$ cat config.mk
export PLATFORM = sky130hd
export DESIGN_NAME = font_glyph_fetch_and_rotate_core
export DESIGN_NICKNAME = d
export VERILOG_FILES = /design/src/sv/fgfr_pkg.sv /design/src/sv/fgfr_dp.sv /design/src/sv/fgfr_ctrl.sv /design/src/sv/font_glyph_fetch_and_rotate_core.sv
export SDC_FILE = /design/constraint.sdc
export NUM_CORES = 1
export LEC_CHECK = 0
export ABC_CLOCK_PERIOD_IN_PS = 9400
export BUFFER_PORTS_ARGS = -buffer_cell sky130_fd_sc_hd__buf_2
export CORE_MARGIN = 3
export CORE_UTILIZATION = 24
export DETAILED_ROUTE_END_ITERATION = 7
export PLACE_DENSITY = 0.38
export SETUP_SLACK_MARGIN = 0.3
export SYNTH_ARGS = -nofsm -noshare
export SYNTH_HDL_FRONTEND = slang
export SYNTH_SLANG_ARGS = --single-unit
$ cat constraint.sdc
create_clock -name clk -period 9.4 [get_ports clk]
set_input_delay 0 -clock clk [delete_from_list [all_inputs] [get_ports clk]]
set_output_delay 0 -clock clk [all_outputs]
set_load 0.01 [all_outputs]
$ cat src/sv/fgfr_pkg.sv
// Package for the font glyph fetch and rotate block: constants, codes,
// controller states and the command/status structs. No dependencies.
package fgfr_pkg;

    localparam int GLYPH_BYTES  = 32;
    localparam int NARROW_BYTES = GLYPH_BYTES / 2;
    localparam int BUF_AW       = $clog2(GLYPH_BYTES);

    localparam logic [7:0]  LEAD_MIN    = 8'h80;
    localparam logic [7:0]  GB_OFFSET   = 8'hA0;
    localparam logic [14:0] GB_ROW_LEN  = 15'd94;
    localparam logic [31:0] GB_BIAS     = 32'd95;   // one row plus one column
    localparam logic [31:0] LOC_MAX     = 32'd267584;

    localparam logic [5:0]  LEN_NARROW  = 6'(NARROW_BYTES);
    localparam logic [5:0]  LEN_WIDE    = 6'(GLYPH_BYTES);

    localparam logic ACT_TEXT   = 1'b0;
    localparam logic ACT_GLYPH  = 1'b1;
    localparam logic KIND_FETCH = 1'b0;
    localparam logic KIND_GLYPH = 1'b1;

    localparam logic [0:0] CFG_WIDE_BASE   = 1'b0;
    localparam logic [0:0] CFG_NARROW_BASE = 1'b1;

    typedef enum logic [2:0] {
        ST_IDLE,
        ST_CALC,
        ST_ISSUE,
        ST_ZERO,
        ST_LOAD,
        ST_EMIT
    } fgfr_state_t;

    typedef struct packed {
        logic       buf_wr;
        logic       take_trail;
        logic       narrow_req;
        logic       lead_set;
        logic       calc;
        logic       wide_req;
        logic       bank_wr;
        logic       emit_rot;
        logic       emit_zero;
        logic       last;
        logic [1:0] blk;
        logic [3:0] idx;
    } fgfr_cmd_t;

    typedef struct packed {
        logic lead_pending;
        logic glyph_full;
        logic loc_over;
        logic run_wide;
        logic out_free;
    } fgfr_status_t;

endpackage

$ cat src/sv/fgfr_dp.sv
// Datapath: config registers, lead byte, glyph buffer memory, transpose bank,
// location arithmetic and the output register. Depends on fgfr_pkg.
module fgfr_dp (
    input  logic                 clk,
    input  logic                 rst_n,
    input  fgfr_pkg::fgfr_cmd_t  cmd,
    output fgfr_pkg::fgfr_status_t status,
    input  logic                 cfg_we,
    input  logic [0:0]           cfg_index,
    input  logic [31:0]          cfg_data,
    input  logic [7:0]           value,
    input  logic                 out_stall,
    output logic                 out_valid,
    output logic                 kind,
    output logic [31:0]          address,
    output logic [5:0]           length,
    output logic [7:0]           data_byte,
    output logic                 last
);
    import fgfr_pkg::*;

    logic [31:0] wide_base_reg;
    logic [31:0] narrow_base_reg;
    logic        lead_pending_reg, lead_pending_next;
    logic [7:0]  lead_reg;
    logic [7:0]  trail_reg;
    logic [BUF_AW-1:0] fill_reg, fill_next;
    logic        wide_reg, wide_next;
    logic [31:0] loc_reg;

    logic [7:0]  glyph_mem [GLYPH_BYTES];
    logic [7:0]  rd_data_reg;
    logic [BUF_AW-1:0] rd_addr;
    logic [7:0]  bank_reg [8];

    logic        out_valid_reg, out_valid_next;
    logic        kind_reg;
    logic [31:0] address_reg;
    logic [5:0]  length_reg;
    logic [7:0]  data_reg;
    logic        last_reg;

    logic        out_load;
    logic        glyph_full;
    logic [7:0]  row, col;
    logic [14:0] row_prod;
    logic [31:0] loc_sum;
    logic [7:0]  rot_byte;

    // configuration
    always_ff @(posedge clk or negedge rst_n)
    begin
        if (!rst_n)
        begin
            wide_base_reg   <= '0;
            narrow_base_reg <= '0;
        end
        else if (cfg_we)
        begin
            unique case (cfg_index)
                CFG_WIDE_BASE:   wide_base_reg   <= cfg_data;
                CFG_NARROW_BASE: narrow_base_reg <= cfg_data;
                default:         ;
            endcase
        end
    end

    assign glyph_full = wide_reg ? (fill_reg == BUF_AW'(GLYPH_BYTES - 1))
                                 : (fill_reg == BUF_AW'(NARROW_BYTES - 1));

    always_comb
    begin
        lead_pending_next = lead_pending_reg;
        fill_next         = fill_reg;
        wide_next         = wide_reg;
        if (cmd.lead_set)
            lead_pending_next = 1'b1;
        if (cmd.take_trail)
            lead_pending_next = 1'b0;
        if (cmd.buf_wr)
            fill_next = glyph_full ? '0 : fill_reg + 1'b1;
        if (cmd.take_trail || cmd.narrow_req)
            fill_next = '0;
        if (cmd.narrow_req)
            wide_next = 1'b0;
        if (cmd.wide_req)
            wide_next = 1'b1;
    end

    always_ff @(posedge clk or negedge rst_n)
    begin
        if (!rst_n)
        begin
            lead_pending_reg <= 1'b0;
            lead_reg         <= '0;
            fill_reg         <= '0;
            wide_reg         <= 1'b0;
        end
        else
        begin
            lead_pending_reg <= lead_pending_next;
            fill_reg         <= fill_next;
            wide_reg         <= wide_next;
            if (cmd.lead_set)
                lead_reg <= value;
        end
    end

    // GB2312 location: (94*(row-1) + (col-1)) * 32, all with 32-bit wrap
    assign row      = lead_reg - GB_OFFSET;
    assign col      = trail_reg - GB_OFFSET;
    assign row_prod = 15'(row) * GB_ROW_LEN;
    assign loc_sum  = 32'(row_prod) + 32'(col) - GB_BIAS;

    always_ff @(posedge clk)
    begin
        if (cmd.take_trail)
            trail_reg <= value;
        if (cmd.calc)
            loc_reg <= {loc_sum[31-5:0], 5'b0};
    end

    // glyph buffer: one write port, one registered read port
    assign rd_addr = wide_reg ? {cmd.blk[1], cmd.idx[2:0], cmd.blk[0]}
                              : {1'b0, cmd.blk[0], cmd.idx[2:0]};

    always_ff @(posedge clk)
    begin
        if (cmd.buf_wr)
            glyph_mem[fill_reg] <= value;
        rd_data_reg <= glyph_mem[rd_addr];
    end

    always_ff @(posedge clk)
    begin
        if (cmd.bank_wr)
            bank_reg[3'(cmd.idx - 4'd1)] <= rd_data_reg;
    end

    // transposed byte k: bit j is bit 7-k of source byte j
    always_comb
    begin
        for (int j = 0; j < 8; j++)
            rot_byte[j] = bank_reg[j][3'd7 - cmd.idx[2:0]];
    end

    // output register
    assign out_load       = cmd.narrow_req || cmd.wide_req || cmd.emit_rot || cmd.emit_zero;
    assign out_valid_next = out_load ? 1'b1 : (out_valid_reg && out_stall);

    always_ff @(posedge clk or negedge rst_n)
    begin
        if (!rst_n)
            out_valid_reg <= 1'b0;
        else
            out_valid_reg <= out_valid_next;
    end

    always_ff @(posedge clk)
    begin
        if (cmd.narrow_req)
        begin
            kind_reg    <= KIND_FETCH;
            address_reg <= narrow_base_reg + {20'b0, value, 4'b0};
            length_reg  <= LEN_NARROW;
            data_reg    <= '0;
            last_reg    <= 1'b0;
        end
        else if (cmd.wide_req)
        begin
            kind_reg    <= KIND_FETCH;
            address_reg <= wide_base_reg + loc_reg;
            length_reg  <= LEN_WIDE;
            data_reg    <= '0;
            last_reg    <= 1'b0;
        end
        else if (cmd.emit_rot || cmd.emit_zero)
        begin
            kind_reg    <= KIND_GLYPH;
            address_reg <= '0;
            length_reg  <= '0;
            data_reg    <= cmd.emit_rot ? rot_byte : 8'd0;
            last_reg    <= cmd.last;
        end
    end

    assign status.lead_pending = lead_pending_reg;
    assign status.glyph_full   = glyph_full;
    assign status.loc_over     = loc_reg > LOC_MAX;
    assign status.run_wide     = wide_reg;
    assign status.out_free     = !out_valid_reg || !out_stall;

    assign out_valid = out_valid_reg;
    assign kind      = kind_reg;
    assign address   = address_reg;
    assign length    = length_reg;
    assign data_byte = data_reg;
    assign last      = last_reg;

    a_fill_narrow: assert property (@(posedge clk) disable iff (!rst_n)
        !wide_reg |-> fill_reg < BUF_AW'(NARROW_BYTES))
        else $error("fill count passed narrow glyph size");

    a_fetch_clean: assert property (@(posedge clk) disable iff (!rst_n)
        (out_valid_reg && kind_reg == KIND_FETCH) |-> (!last_reg && data_reg == 8'd0))
        else $error("fetch request carries glyph payload");

endmodule

$ cat src/sv/fgfr_ctrl.sv
// Controller state machine: input decode, run sequencing (load/transpose
// per 8x8 block), zero glyph and wide fetch issue. Depends on fgfr_pkg.
module fgfr_ctrl (
    input  logic                   clk,
    input  logic                   rst_n,
    input  logic                   in_valid,
    input  logic                   action,
    input  logic                   value_msb,
    input  logic                   end_of_text,
    input  fgfr_pkg::fgfr_status_t status,
    output logic                   in_ready,
    output fgfr_pkg::fgfr_cmd_t    cmd
);
    import fgfr_pkg::*;

    fgfr_state_t state_reg, state_next;
    logic [4:0]  cnt_reg, cnt_next;
    logic [1:0]  blk_reg, blk_next;
    logic [1:0]  last_blk;
    logic        accept;

    assign last_blk = status.run_wide ? 2'd3 : 2'd1;
    assign in_ready = (state_reg == ST_IDLE) && status.out_free;
    assign accept   = in_valid && in_ready;

    always_ff @(posedge clk or negedge rst_n)
    begin
        if (!rst_n)
        begin
            state_reg <= ST_IDLE;
            cnt_reg   <= '0;
            blk_reg   <= '0;
        end
        else
        begin
            state_reg <= state_next;
            cnt_reg   <= cnt_next;
            blk_reg   <= blk_next;
        end
    end

    always_comb
    begin
        state_next = state_reg;
        cnt_next   = cnt_reg;
        blk_next   = blk_reg;
        cmd        = '0;
        cmd.blk    = blk_reg;
        cmd.idx    = cnt_reg[3:0];

        unique case (state_reg)
            ST_IDLE:
            begin
                if (accept)
                begin
                    if (action == ACT_GLYPH)
                    begin
                        cmd.buf_wr = 1'b1;
                        if (status.glyph_full)
                        begin
                            state_next = ST_LOAD;
                            cnt_next   = '0;
                            blk_next   = '0;
                        end
                    end
                    else if (status.lead_pending)
                    begin
                        cmd.take_trail = 1'b1;
                        state_next     = ST_CALC;
                    end
                    else if (!value_msb)
                        cmd.narrow_req = 1'b1;
                    else if (!end_of_text)
                        cmd.lead_set = 1'b1;
                end
            end

            ST_CALC:
            begin
                cmd.calc   = 1'b1;
                state_next = ST_ISSUE;
            end

            ST_ISSUE:
            begin
                if (status.loc_over)
                begin
                    state_next = ST_ZERO;
                    cnt_next   = '0;
                end
                else if (status.out_free)
                begin
                    cmd.wide_req = 1'b1;
                    state_next   = ST_IDLE;
                end
            end

            ST_ZERO:
            begin
                if (status.out_free)
                begin
                    cmd.emit_zero = 1'b1;
                    cmd.last      = (cnt_reg == 5'(GLYPH_BYTES - 1));
                    cnt_next      = cnt_reg + 1'b1;
                    if (cmd.last)
                    begin
                        state_next = ST_IDLE;
                        cnt_next   = '0;
                    end
                end
            end

            ST_LOAD:
            begin
                // read issued at count c lands in the bank at count c+1
                cmd.bank_wr = (cnt_reg != 5'd0);
                if (cnt_reg == 5'd8)
                begin
                    state_next = ST_EMIT;
                    cnt_next   = '0;
                end
                else
                    cnt_next = cnt_reg + 1'b1;
            end

            ST_EMIT:
            begin
                if (status.out_free)
                begin
                    cmd.emit_rot = 1'b1;
                    cmd.last     = (blk_reg == last_blk) && (cnt_reg == 5'd7);
                    cnt_next     = cnt_reg + 1'b1;
                    if (cnt_reg == 5'd7)
                    begin
                        cnt_next = '0;
                        if (blk_reg == last_blk)
                        begin
                            state_next = ST_IDLE;
                            blk_next   = '0;
                        end
                        else
                        begin
                            state_next = ST_LOAD;
                            blk_next   = blk_reg + 1'b1;
                        end
                    end
                end
            end

            default:
                state_next = ST_IDLE;
        endcase
    end

    a_load_bound: assert property (@(posedge clk) disable iff (!rst_n)
        (state_reg == ST_LOAD) |-> cnt_reg <= 5'd8)
        else $error("bank load count overran");

    a_run_done: assert property (@(posedge clk) disable iff (!rst_n)
        (cmd.emit_rot && cmd.last) |=> state_reg == ST_IDLE)
        else $error("controller did not return to idle after run");

endmodule

$ cat src/sv/font_glyph_fetch_and_rotate_core.sv
// Top level of the font glyph fetch and rotate block: ports, config
// handshake, controller and datapath. Depends on fgfr_pkg, fgfr_ctrl, fgfr_dp.
//
// Text bytes (action 0) turn into font fetch requests: a byte below 0x80
// asks for 16 bytes at narrow_base + 16*code; a byte at or above 0x80 is
// held as a GB2312 lead byte (dropped if end_of_text is set) and the next
// text byte completes the code, asking for 32 bytes at wide_base +
// (94*(row-1)+(col-1))*32, or producing 32 zero glyph bytes directly when
// that location lies beyond the table. Glyph data bytes (action 1) are
// buffered; when a glyph is complete each 8x8 bit block is transposed and
// the glyph goes out as one run with last on its final byte. A single-byte
// text byte, a lead byte and a glyph data byte that does not complete a
// glyph each leave the controller in idle; a trail byte goes through the
// location multiply, then the compare and base add, before its fetch
// request or zero run. For each 8x8 block of a completed glyph, the single
// read port of the glyph buffer loads the eight source bytes of the block
// into a transpose bank, then one rotated byte leaves per cycle while the
// output is not stalled. Input is taken only while the controller is idle
// and the output register is free or draining; stall on the output side
// holds the sequencer. The config port is always ready; write it only
// while the block is idle.
module font_glyph_fetch_and_rotate_core (
    input  logic        clk,
    input  logic        rst_n,
    input  logic        in_valid,
    output logic        in_stall,
    input  logic        action,
    input  logic [7:0]  value,
    input  logic        end_of_text,
    output logic        out_valid,
    input  logic        out_stall,
    output logic        kind,
    output logic [31:0] address,
    output logic [5:0]  length,
    output logic [7:0]  data_byte,
    output logic        last,
    input  logic        cfg_valid,
    output logic        cfg_ready,
    input  logic [0:0]  cfg_index,
    input  logic [31:0] cfg_data
);
    import fgfr_pkg::*;

    fgfr_cmd_t    cmd;
    fgfr_status_t status;
    logic         in_ready;

    assign cfg_ready = 1'b1;
    assign in_stall  = !in_ready;

    fgfr_ctrl u_ctrl (
        .clk         (clk),
        .rst_n       (rst_n),
        .in_valid    (in_valid),
        .action      (action),
        .value_msb   (value[7]),
        .end_of_text (end_of_text),
        .status      (status),
        .in_ready    (in_ready),
        .cmd         (cmd)
    );

    fgfr_dp u_dp (
        .clk       (clk),
        .rst_n     (rst_n),
        .cmd       (cmd),
        .status    (status),
        .cfg_we    (cfg_valid && cfg_ready),
        .cfg_index (cfg_index),
        .cfg_data  (cfg_data),
        .value     (value),
        .out_stall (out_stall),
        .out_valid (out_valid),
        .kind      (kind),
        .address   (address),
        .length    (length),
        .data_byte (data_byte),
        .last      (last)
    );

endmodule
Word level (Yosys, flattened, before mapping)
Memories as Yosys holds them, arrays and structs flattened. A register that Yosys moved wholly into a read port is not among the register bits.
Index checks and enable logic that the tools add are counted.

word-level totals
  bits of input ports = 48
  RAM bits = 320
  word-level logic and storage cells = 171
  memories = 2
  output and inout port bits = 51
  flip-flop bits (word level) = 169

memory list
  name            depth  bits a word  read ports  clocked after Yosys merged registers in  write ports  RTL line       text
  u_dp.glyph_mem  32     8            1           1                                        1            fgfr_dp.sv:31  logic [7:0] glyph_mem [GLYPH_BYTES];
  u_dp.bank_reg   8      8            8           0                                        1            fgfr_dp.sv:34  logic [7:0] bank_reg [8];

operators by class
  order comparisons = 2
  reduce and logical (&&, ||, !) cells = 28
  $add $sub $neg = 11
  multiplexer cells = 86
  bitwise operators = 1
  equal/unequal tests = 23
  $mul = 1

operators by type and width
  operator                                                                  number
  32-bit 2-to-1 mux                                                         3
  5-bit 2-to-1 mux                                                          13
  3-bit 2-to-1 mux                                                          13
  32-bit by 12-bit adder with 32-bit output                                 1
  32-bit adder                                                              1
  32-bit by 19-bit > comparator with 1-bit output (second input constant)   1
  1-bit 2-to-1 mux                                                          31
  27-bit by 7-bit subtractor with 27-bit output (second input constant)     1
  5-bit case mux with 5 select lines                                        1
  1-bit binary-select mux with 3-bit select                                 8
  2-bit 2-to-1 mux                                                          9
  3-bit case mux with 6 select lines                                        1
  15-bit by 8-bit adder with 16-bit output                                  1
  8-bit subtractor (second input constant)                                  2
  8-bit by 6-bit multiplier with 14-bit output (second input constant)      1
  2-bit by 1-bit inequality test with 1-bit output (second input constant)  7
  6-bit 2-to-1 mux                                                          2
  5-bit by 1-bit adder with 5-bit output (second input constant)            2
  5-bit by 4-bit == test with 1-bit output (second input constant)          2
  5-bit == test (second input constant)                                     2
  2-bit nonzero test                                                        5
  5-bit nonzero test                                                        2
  3-bit by 2-bit inequality test with 1-bit output (second input constant)  3
  9-bit AND reduction                                                       1
  other kinds (24)                                                          39

Depth between registers and ports, before layout
Gate-level depths: netlist of run 1.

  word-level depth = 10
  mapped depth = 20
  mapped depth without buffers = 19

Modules after synthesis
Synthesis of run 1 repeated with hierarchy kept, for this count alone.

second synthesis, totals
  cells, all modules = 1664
  area, all modules = 23261.1 µm²

modules (own cells, without submodules)
  module                            cells an instance  seq. area each (µm²)  area each (µm²)  times used
  fgfr_dp                           1554               13723.2               22262.6          1
  fgfr_ctrl                         107                250.2                 983.4            1
  font_glyph_fetch_and_rotate_core  3                  0.0                   15.0             1

Worst setup path before layout of run 1
No wires, ideal clock.

  path type = register to register
  from = register u_dp.lead_reg[5]
  to = register u_dp.loc_reg[20], data pin
  setup time = 256 ps
  cell stages (with the launch flop) = 20
  arrival time = 4846 ps
  period minus slack after synthesis = 5102 ps
  required time = 9144 ps
  path buffers = 1
  setup slack = 4298 ps
  path through = dfrtp_1 inv_1 ha_1 xor2_1 xor2_1 fa_1 inv_1 fa_1 inv_1 ha_1 and2_1 o21a_1 or3_4 and3_4 nor4_4 nand3_1 and3_1 buf_6 or3_1 a41o_1

between the ends
  word-level cells in the longest chain between the ends = 4

RTL lines
  what                                           RTL line        text
  start: declaration                             fgfr_dp.sv:25   logic [7:0] lead_reg;
  start signal: assignment                       fgfr_dp.sv:105  lead_reg <= value;
  8-bit subtractor                               fgfr_dp.sv:110  assign row = lead_reg - GB_OFFSET;
  8-bit by 6-bit multiplier with 14-bit output   fgfr_dp.sv:112  assign row_prod = 15'(row) * GB_ROW_LEN;
  15-bit by 8-bit adder with 16-bit output       fgfr_dp.sv:113  assign loc_sum = 32'(row_prod) + 32'(col) - GB_BIAS;
  27-bit by 7-bit subtractor with 27-bit output  fgfr_dp.sv:113
  net u_dp.loc_sum[15]                           fgfr_dp.sv:47   logic [31:0] loc_sum;
  end signal: assignment                         fgfr_dp.sv:120  loc_reg <= {loc_sum[31-5:0], 5'b0};
  end: declaration                               fgfr_dp.sv:29   logic [31:0] loc_reg;

The timed path passes the listed nets, and every way through them passes these cells.
A chain may end at the register's enable or synchronous reset.

Worst setup path in the final report of run 1
  from = register u_dp.lead_reg[5]
  to = register u_dp.loc_reg[19], data pin

Same word-level chain as after synthesis.

==> results_dict.tcl, run 1 <==
set metrics [dict create \
    arrival_ns 5.95 \
    yosysSeqAreaShare 0.614 \
    min_period_ns 5.59 \
    r2r-end "u_dp.loc_reg[19]$_DFFE_PP_" \
    netlist_top_cells_area "edfxtp_1, dfrtp_1, mux4_2" \
    multi_input_area_um2 8450 \
    grt_overflow 0 \
    cts_inserted_buffers 61 \
    core_um2 95400 \
    antenna_found_initial 5 \
    cts.sinks 496 \
    pin_count 99 \
    max_slew_margin 0.256 \
    utilization 0.292 \
    wl_per_cell_um 20.1 \
    htree_levels 2 \
    cp_cell_sequence "inv_1 > ha_1 > xnor2_1 > xor2_1 > fa_1 > inv_1 > fa_1 > inv_1 > ha_1 > and2_1 > o21a_1 > or3_4 > and3_4 > nor4_4 > nand3_1 > xor2_1 > nor3b_2 > xnor2_1" \
    syn_area_per_cell_um2 14.8 \
    synth-edff-count 386 \
    area.growth.synth_to_final_pct 20.0 \
    clk_latency_ns 0.65 \
    first_pass_iters 4 \
    synth_cells 1571 \
    routabilityCongestion 0.771 \
    min_path_type "primary input to flip-flop" \
    maxCapViolCount 0 \
    synth_seq_cells 496 \
    grt_start_max_net_pins 57 \
    r2r_setup_slack_ns 3.81 \
    max_freq_mhz 179 \
    post_cts_buffers 0 \
    drc 0 \
    via_per_inst 4.43 \
    finalSetupViolations 0 \
    netlist.area_leader.share 0.500 \
    crit_type "flip-flop to flip-flop" \
    ant_nets 0 \
    nFillCells 9609 \
    dieWidth_um 317 \
    hold_viol_final 0 \
    grt_pass1_wl_um 92200 \
    crit_path_end_kind "flip-flop" \
    use_met1 0.173 \
    clk_pin_slew_ns 0.06 \
    dr_total_vias 13569 \
    finalClockSkew_ns 0.0436 \
    largest_register_ffs 256 \
    synth_common_cells "edfxtp_1, dfrtp_1, nor2_1, mux4_2, inv_1" \
    r2r_start "u_dp.lead_reg[5]$_DFFE_PN0P_" \
    r2r_cells 18 \
    cts_tree "built" \
    dr.first_iter.drc_count 772 \
    track_usage 0.123 \
    yosysWarningCount 0 \
    yosysMostFrequentCell "edfxtp_1" \
    synth_area_um2 23200 \
    grt_pass1_vias 14216 \
    clockRootBuffer "clkbuf_16" \
    critPathLaunchType "flip-flop" \
    yosys.area.top_type "edfxtp_1" \
    final_layout_size_suffix_gt1_frac 0.219 \
    synthArstFlopShare 0.181 \
    crit_start "u_dp.lead_reg[5]$_DFFE_PN0P_" \
    hold_end "u_dp.glyph_mem[31][6]$_DFFE_PP_" \
    die_h_um 317 \
    crit_top_cell "inv_1" \
    holdPathStages 1 \
    finalNetCount 1889 \
    start_util 0.243 \
    rows 113 \
    io_buffers 93 \
    status "complete, no violations" \
    fin_crit_sh 0.595 \
    setup_tns_ns 0 \
    busiest_layer "met2" \
    cpMaxStageDelayCell "fa_1" \
    worstMarginPinSlew_ns 1.11 \
    dp_hpwl_um 40900 \
    met2_usage 0.194 \
    synth_ff_type "edfxtp_1" \
    ff_latch_area_um2 14200 \
    required_ns 9.76 \
    dieArea_um2 100000 \
    clockBufferDepth 3 \
    grt_setup_unrepaired "false" \
    cpPeakStageDelay_ns 0.53 \
    maxSlewViolCount 0 \
    yosysUniqueCellTypes 75 \
    grt_use_met3 0.0210 \
    min_from "value[6]" \
    cp_max_fo 7 \
    wirelength_um 61700 \
]
## placed cells by master, fill, tap and decap left out, types with 45 or more instances in the layout
cell             n
nand2_1         76
mux4_2          88
nor2_1          89
a21oi_1         45
edfxtp_1       386
dfrtp_1         90
ha_1            80
xnor2_1         46
inv_1           86
clkbuf_16       61
buf_2           92
o21ai_0         56
mux2_2          72
dlygate4sd3_1   45
## metrics by stage
step | cells | cell area [µm²] | setup WS (ns) | hold slack [ns]
global placement | 2899 | 25300 | 3.92 | 0.0345
global route | 3060 | 27800 | 3.40 | 0.106
finish | 3064 | 27800 | 3.81 | 0.0891
floorplan | 1574 | 23200 | 4.30 | -0.296
CTS | 3060 | 27800 | 3.80 | 0.0573
detailed placement | 2899 | 25300 | 3.79 | 0.0386
## repair_timing
action                     4_1_cts  5_1_grt
hold buffers                    46        0
setup endpoints to repair        0        0
hold endpoints to repair       324        0
resized for setup                0        0
## cell families (layout without fill, tap and decap cells)
group | after synthesis | count (layout) | synth area share
fa+ha+maj | 98 | 98 | 0.0587
simple gates | 333 | 333 | 0.0735
mux | 206 | 206 | 0.140
other cells | 2 | 9 | 0.000324
buf+inv | 144 | 365 | 0.0248
xor+xnor | 78 | 78 | 0.0295
flops | 496 | 496 | 0.614
compound gates | 214 | 214 | 0.0588
## critical path, delay by kind of cell (launching register included)
family / cells / cell delay [ns]
adders and majority gates: 4 / 1.63
and+or+nand+nor: 6 / 1.75
buffers and inverters: 3 / 0.24
DFF: 1 / 0.46
xor gates and xnor gates: 4 / 1.10
AOI/OAI and AO/OA: 1 / 0.18
## worst max-delay path by stage
stage	slack (ns)	to	cells after the start
after floorplan	4.30	u_dp.loc_reg[20]$_DFFE_PP_	19
after global placement	3.92	u_dp.loc_reg[20]$_DFFE_PP_	18
after detailed placement	3.79	u_dp.loc_reg[19]$_DFFE_PP_	18
after CTS	3.80	u_dp.loc_reg[19]$_DFFE_PP_	18
after global routing	3.40	u_dp.loc_reg[19]$_DFFE_PP_	18
final	3.81	u_dp.loc_reg[19]$_DFFE_PP_	18
## routing by layer
metal / vias to the layer above / wire [µm] / part of all wire
met3: 91 / 2330 / 0.038
met4: 4 / 1440 / 0.023
li1: 6346 / - / -
met5: - / 27 / 0.00044
met2: 213 / 28100 / 0.46
met1: 6915 / 29800 / 0.48
## area by class of cell
class | instances | share of cell area
inverters | 86 | 0.0116
clock inverters | 37 | 0.0161
clock buffers | 78 | 0.0589
well taps | 1265 | 0.0569
flip-flops and latches | 496 | 0.512
multi-input cells | 934 | 0.304
diodes | 4 | 0.000360
repair buffers | 164 | 0.0407
Power of run 1 is not shown: default switching activity piles up to over one toggle a cycle in this logic, so the estimate is an artifact.
==> run 2, diff against run 1 <==
--- a/config.mk
+++ b/config.mk
@@ -5,12 +5,12 @@
 export SDC_FILE = /design/constraint.sdc
 export NUM_CORES = 1
 export LEC_CHECK = 0
-export ABC_CLOCK_PERIOD_IN_PS = 9400
+export ABC_CLOCK_PERIOD_IN_PS = 5100
 export BUFFER_PORTS_ARGS = -buffer_cell sky130_fd_sc_hd__buf_2
 export CORE_MARGIN = 3
 export CORE_UTILIZATION = 24
 export DETAILED_ROUTE_END_ITERATION = 7
-export PLACE_DENSITY = 0.38
+export PLACE_DENSITY = 0.39
 export SETUP_SLACK_MARGIN = 0.3
 export SYNTH_ARGS = -nofsm -noshare
 export SYNTH_HDL_FRONTEND = slang
==> constraint.sdc (replaced) <==
create_clock -name clk -period 5.1 [get_ports clk]
set_input_delay 0 -clock clk [delete_from_list [all_inputs] [get_ports clk]]
set_output_delay 0 -clock clk [all_outputs]
set_load 0.01 [all_outputs]
==> results_dict.tcl, run 2 (synthesized netlist as in run 1, its figures left out) <==
set metrics [dict create \
    max_slew_margin 0.165 \
    finalNetCount 1914 \
    setup_tns_ns 0 \
    area.growth.synth_to_final_pct 22.0 \
    crit_type "flip-flop to flip-flop" \
    min_path_type "primary input to flip-flop" \
    cpPeakStageDelay_ns 0.54 \
    clockRootBuffer "clkbuf_16" \
    cts.sinks 496 \
    antenna_found_initial 4 \
    min_period_ns 4.76 \
    routabilityCongestion 0.756 \
    worstMarginPinSlew_ns 1.25 \
    crit_top_cell "ha_4" \
    grt_overflow 0 \
    largest_register_ffs 256 \
    finalClockSkew_ns 0.0535 \
    grt_pass1_vias 14347 \
    status "complete, no violations" \
    rows 113 \
    clockBufferDepth 3 \
    min_from "value[2]" \
    maxSlewViolCount 0 \
    max_freq_mhz 210 \
    cp_cell_sequence "inv_4 > ha_4 > xor2_4 > xnor2_2 > fa_1 > fa_1 > inv_1 > ha_4 > xnor2_2 > ha_4 > or3_4 > nor2_2 > and4bb_2 > and2_4 > nand3_1 > and3_4 > buf_4 > buf_4 > o21bai_1 > a41o_1" \
    arrival_ns 5.14 \
    htree_levels 2 \
    cts_inserted_buffers 58 \
    required_ns 5.49 \
    clk_pin_slew_ns 0.06 \
    cp_max_fo 6 \
    met2_usage 0.203 \
    final_layout_size_suffix_gt1_frac 0.257 \
    dp_hpwl_um 41700 \
    start_util 0.243 \
    maxCapViolCount 0 \
    die_h_um 317 \
    dr_total_vias 13714 \
    r2r_setup_slack_ns 0.34 \
    grt_setup_unrepaired "true" \
    holdPathStages 2 \
    drc 0 \
    wl_per_cell_um 20.6 \
    pin_count 99 \
    use_met1 0.176 \
    r2r_start "u_dp.lead_reg[5]$_DFFE_PN0P_" \
    finalSetupViolations 0 \
    dr.first_iter.drc_count 788 \
    ant_nets 0 \
    core_um2 95400 \
    dpl.cell_count 2909 \
    critPathLaunchType "flip-flop" \
    final_cell_mix "edfxtp_1, buf_2, dfrtp_1" \
    clk_latency_ns 0.64 \
    busiest_layer "met2" \
    via_per_inst 4.46 \
    dieArea_um2 100000 \
    r2r_cells 20 \
    finalNonFillerCells 3077 \
    io_buffers 93 \
    hold_end "u_dp.glyph_mem[8][2]$_DFFE_PP_" \
    r2r-end "u_dp.loc_reg[20]$_DFFE_PP_" \
    first_pass_iters 5 \
    crit_path_end_kind "flip-flop" \
    dieWidth_um 317 \
    wirelength_um 63300 \
    grt_pass1_wl_um 93800 \
    grt_start_max_net_pins 65 \
    track_usage 0.125 \
    cts_tree "built" \
    final_common_cell "edfxtp_1" \
    cpMaxStageDelayCell "fa_1" \
    grt_use_met3 0.0200 \
    fin_crit_sh 0.933 \
    hold_viol_final 0 \
]
run 2: cell types whose count changed in the layout (fill, tap and decap cells not counted), sizes merged:
cell / before / now
clkinvlp: 4 / 3
diode: 4 / 1
bufinv: 7 / 6
inv: 86 / 88
clkinv: 26 / 20
clkbuf: 78 / 72
buf: 119 / 146
dlygate4sd3: 45 / 46
run 2: worst max-delay path by stage:
stage	slack (ns)	to	from	depth (start not counted)
after floorplan	0.30	u_dp.loc_reg[20]$_DFFE_PP_	u_dp.lead_reg[5]$_DFFE_PN0P_	19
after global placement	0.07	u_dp.loc_reg[20]$_DFFE_PP_	u_dp.lead_reg[5]$_DFFE_PN0P_	18
after detailed placement	0.01	u_dp.loc_reg[20]$_DFFE_PP_	u_dp.lead_reg[5]$_DFFE_PN0P_	18
after CTS	0.30	u_dp.loc_reg[20]$_DFFE_PP_	u_dp.lead_reg[3]$_DFFE_PN0P_	16
after global routing	0.16	u_dp.loc_reg[20]$_DFFE_PP_	u_dp.lead_reg[4]$_DFFE_PN0P_	18
final	0.34	u_dp.loc_reg[20]$_DFFE_PP_	u_dp.lead_reg[5]$_DFFE_PN0P_	20
run 2: worst max-delay path, delay by kind of cell, from the launching register on:
kind | cells | cell delay, ns
flops | 1 | 0.40
simple gates | 6 | 1.18
compound gates | 2 | 0.31
xor+xnor | 3 | 0.51
buf+inv | 4 | 0.37
fa+ha+maj | 5 | 1.75
run 2: layout make-up:
class                           count  area, µm²
Fill cell                        9578      67100
Sequential cell                   496      14200
Multi-Input combinational cell    934       8850
Tap cell                         1265       1580
Clock buffer                       72       1510
Timing Repair Buffer              192       1390
Clock inverter                     31        374
Inverter                           86        325
Antenna cell                        1       2.50
run 2: per-stage QoR:
step | hold WS (ns) | setup slack (ns) | util | cell area, µm²
floorplan | -0.296 | 0.304 | - | 23300
global placement | 0.0912 | 0.0726 | 0.266 | 25400
detailed placement | 0.0898 | 0.0136 | 0.266 | 25400
CTS | 0.00381 | 0.301 | 0.293 | 28000
global route | 0.0103 | 0.156 | 0.296 | 28300
finish | 0.0153 | 0.343 | 0.296 | 28300
run 2: repair_timing:
action                                  in CTS  in global routing
pin swaps                                   16                 15
setup buffers                                9                  8
endpoints found under the setup margin      15                 15
hold buffers                                47                  0
gates cloned                                 0                  0
gates resized for setup                     20                 46
endpoints found under the hold margin      221                  0
run 2: routing by layer:
layer	up-vias	part of all wire
met5	-	0.00043
met4	4	0.017
met3	73	0.036
met2	207	0.47
met1	7040	0.48
li1	6390	-
Power of run 2 is left out for the same reason.
==> run 3, diff against run 2 <==
--- a/config.mk
+++ b/config.mk
@@ -5,6 +5,7 @@
 export SDC_FILE = /design/constraint.sdc
 export NUM_CORES = 1
 export LEC_CHECK = 0
+export ABC_AREA = 1
 export ABC_CLOCK_PERIOD_IN_PS = 5100
 export BUFFER_PORTS_ARGS = -buffer_cell sky130_fd_sc_hd__buf_2
 export CORE_MARGIN = 3
==> results_dict.tcl, run 3 <==
set metrics [dict create \
    status "complete, no violations" \
    fin_crit_sh 0.884 \
    worstMarginPinSlew_ns 1.07 \
    critPathLaunchType "flip-flop" \
    cts_inserted_buffers 56 \
    finalSetupViolations 0 \
    setup_tns_ns 0 \
    final_layout_size_suffix_gt1_frac 0.116 \
    p_per_area_nw_per_um2 630 \
    p_total_uw 17800 \
    dr_total_vias 17399 \
    p_sw_uw 7750 \
    synth_common_cells "edfxtp_1, nand2_1, o21ai_0, nor2_1, inv_1" \
    whs_ns 0.0516 \
    pwr-share-comb 0.472 \
    synth_ff_type "edfxtp_1" \
    yosysSeqAreaShare 0.596 \
    setup_ws_ns 0.592 \
    hold_viol_final 0 \
    netlist.area_leader.share 0.485 \
    synthArstFlopShare 0.181 \
    cts.sinks 496 \
    core_um2 98600 \
    dr.first_iter.drc_count 1392 \
    ir_worst_vdd_uv 462 \
    arrival_ns 4.89 \
    clk_latency_ns 0.64 \
    ff_latch_area_um2 14200 \
    min_period_ns 4.51 \
    rows 115 \
    yosysWarningCount 0 \
    antenna_found_initial 3 \
    track_usage 0.140 \
    clockBufferDepth 3 \
    yosys.area.top_type "edfxtp_1" \
    max_slew_margin 0.286 \
    p_int_uw 10100 \
    ant_nets 0 \
    p_clk_frac 0.223 \
    drc 0 \
    dieArea_um2 103000 \
    p_sw_frac 0.435 \
    crit_type "flip-flop to flip-flop" \
    maxSlewViolCount 0 \
    htree_levels 2 \
    grt_overflow 0 \
    area.growth.synth_to_final_pct 18.4 \
    num_antenna_cells 0 \
    syn_area_per_cell_um2 10.2 \
    required_ns 5.48 \
    finalClockSkew_ns 0.0354 \
    cts_tree "built" \
    first_pass_iters 7 \
    start_util 0.242 \
    maxCapViolCount 0 \
    via_per_inst 4.55 \
    pin_count 99 \
    grt_setup_unrepaired "true" \
    max_freq_mhz 222 \
    netlist_top_cells_area "edfxtp_1, dfrtp_1, o21ai_0" \
    nFillCells 10223 \
    grt_pass1_vias 17205 \
    yosysMostFrequentCell "edfxtp_1" \
    clockRootBuffer "clkbuf_16" \
    synth-edff-count 386 \
    final_cell_mix "edfxtp_1, nand2_1, o21ai_0" \
    wl_per_cell_um 19.3 \
    largest_register_ffs 256 \
    grt_start_max_net_pins 129 \
    p_leak_uw 0.0109 \
    synth_cells 2340 \
    multi_input_area_um2 8580 \
    finalNetCount 2633 \
    seqPwrFrac 0.305 \
    grt_pass1_wl_um 111000 \
    dieWidth_um 322 \
    clk_pin_slew_ns 0.07 \
    yosysUniqueCellTypes 54 \
    dp_hpwl_um 50000 \
    synth_seq_cells 496 \
    io_buffers 93 \
    place_worst_setup_slack_ns 0.320 \
    wirelength_um 73700 \
    min_path_type "primary input to flip-flop" \
    final_common_cell "edfxtp_1" \
    die_h_um 322 \
    crit_path_end_kind "flip-flop" \
    routabilityCongestion 0.854 \
    cp_max_fo 5 \
    synth_area_um2 23900 \
    finalNonFillerCells 3821 \
    dpl.cell_count 3666 \
]
[run 3: path summary, 6_finish.rpt]
check | slack (ns) | startpoint | endpoint | depth (start not counted)
worst max register to register | 0.59 | u_dp.lead_reg[5]$_DFFE_PN0P_ | u_dp.loc_reg[19]$_DFFE_PP_ | 24
max in group asynchronous | 3.95 | rst_n | u_dp.lead_reg[5]$_DFFE_PN0P_ | 4
worst min-delay path | 0.05 | value[7] | u_dp.glyph_mem[2][7]$_DFFE_PP_ | 2
worst max-delay path | 0.59 | u_dp.lead_reg[5]$_DFFE_PN0P_ | u_dp.loc_reg[19]$_DFFE_PP_ | 24
worst min register to register | 0.46 | u_dp.data_byte[2]$_SDFFE_PP0P_ | u_dp.data_byte[2]$_SDFFE_PP0P_ | 2
min in group asynchronous | 0.46 | rst_n | u_dp.narrow_base_reg[25]$_DFFE_PN0P_ | 4
[run 3: metal layers]
metal | global-route usage | wire (µm)
met1 | 0.203 | 35900
met2 | 0.224 | 33300
met3 | 0.0168 | 2950
met4 | 0.0341 | 1530
met5 | 0 | 0
[run 3: worst max-delay path, stage by stage (launching register included)]
cell and delay (ns):
dfrtp_2 0.45, inv_4 0.10, ha_4 0.22, xnor2_2 0.18, xor2_1 0.21, fa_1 0.47, fa_1 0.54, inv_1 0.04
ha_2 0.32, xor2_2 0.15, ha_1 0.33, nand2_1 0.10, inv_1 0.05, a21oi_2 0.14, nand2_1 0.08, nand2_2 0.10
inv_2 0.04, nand2_2 0.08, nand2_1 0.07, o21ai_2 0.09, nand2_1 0.12, nor2_4 0.19, nand2_1 0.07, nand2_1 0.06
nand2_1 0.04
[run 3: cell families (layout without fill, tap and decap cells)]
group	count (synthesis)	after routing	synth area share
buffers and inverters	305	496	0.0503
other	2	5	0.000314
multiplexers	6	6	0.00283
flip-flops	496	496	0.596
AO/OA/AOI/OAI	519	519	0.123
adder cells (fa/ha/maj)	98	98	0.0570
XOR/XNOR	49	49	0.0180
AND/OR/NAND/NOR	865	865	0.152
[run 3: final cells by class]
type / count / share of cell area
multi-input cells: 1542 / 0.303
clock buffers: 73 / 0.0536
flip-flops and latches: 496 / 0.503
repair buffers: 175 / 0.0434
clock inverters: 32 / 0.0106
inverters: 216 / 0.0288
well taps: 1287 / 0.0569
[run 3: per-stage QoR]
stage	area (µm²)	util
final	28300	0.287
after global routing	28300	0.287
after CTS	28200	0.286
after detailed placement	25900	0.263
after global placement	25900	0.263
after floorplan	23900	-
[run 3: power by group through the flow]
stage	combinational, µW	sequential [µW]	clock [µW]
floorplan	5980	5350	0
global placement	8200	5510	0
detailed placement	8210	5530	0
CTS	8290	5450	4120
global route	9580	5490	4270
finish	8430	5440	3980
[run 3: timing repair]
action,CTS,global route
buffers inserted,0,9
pin swaps,0,11
resized for setup,3,20
hold endpoints to repair,169,0
hold buffers,41,0
setup endpoints to repair,1,16
Note: power is estimated with default switching activity, not from simulation.
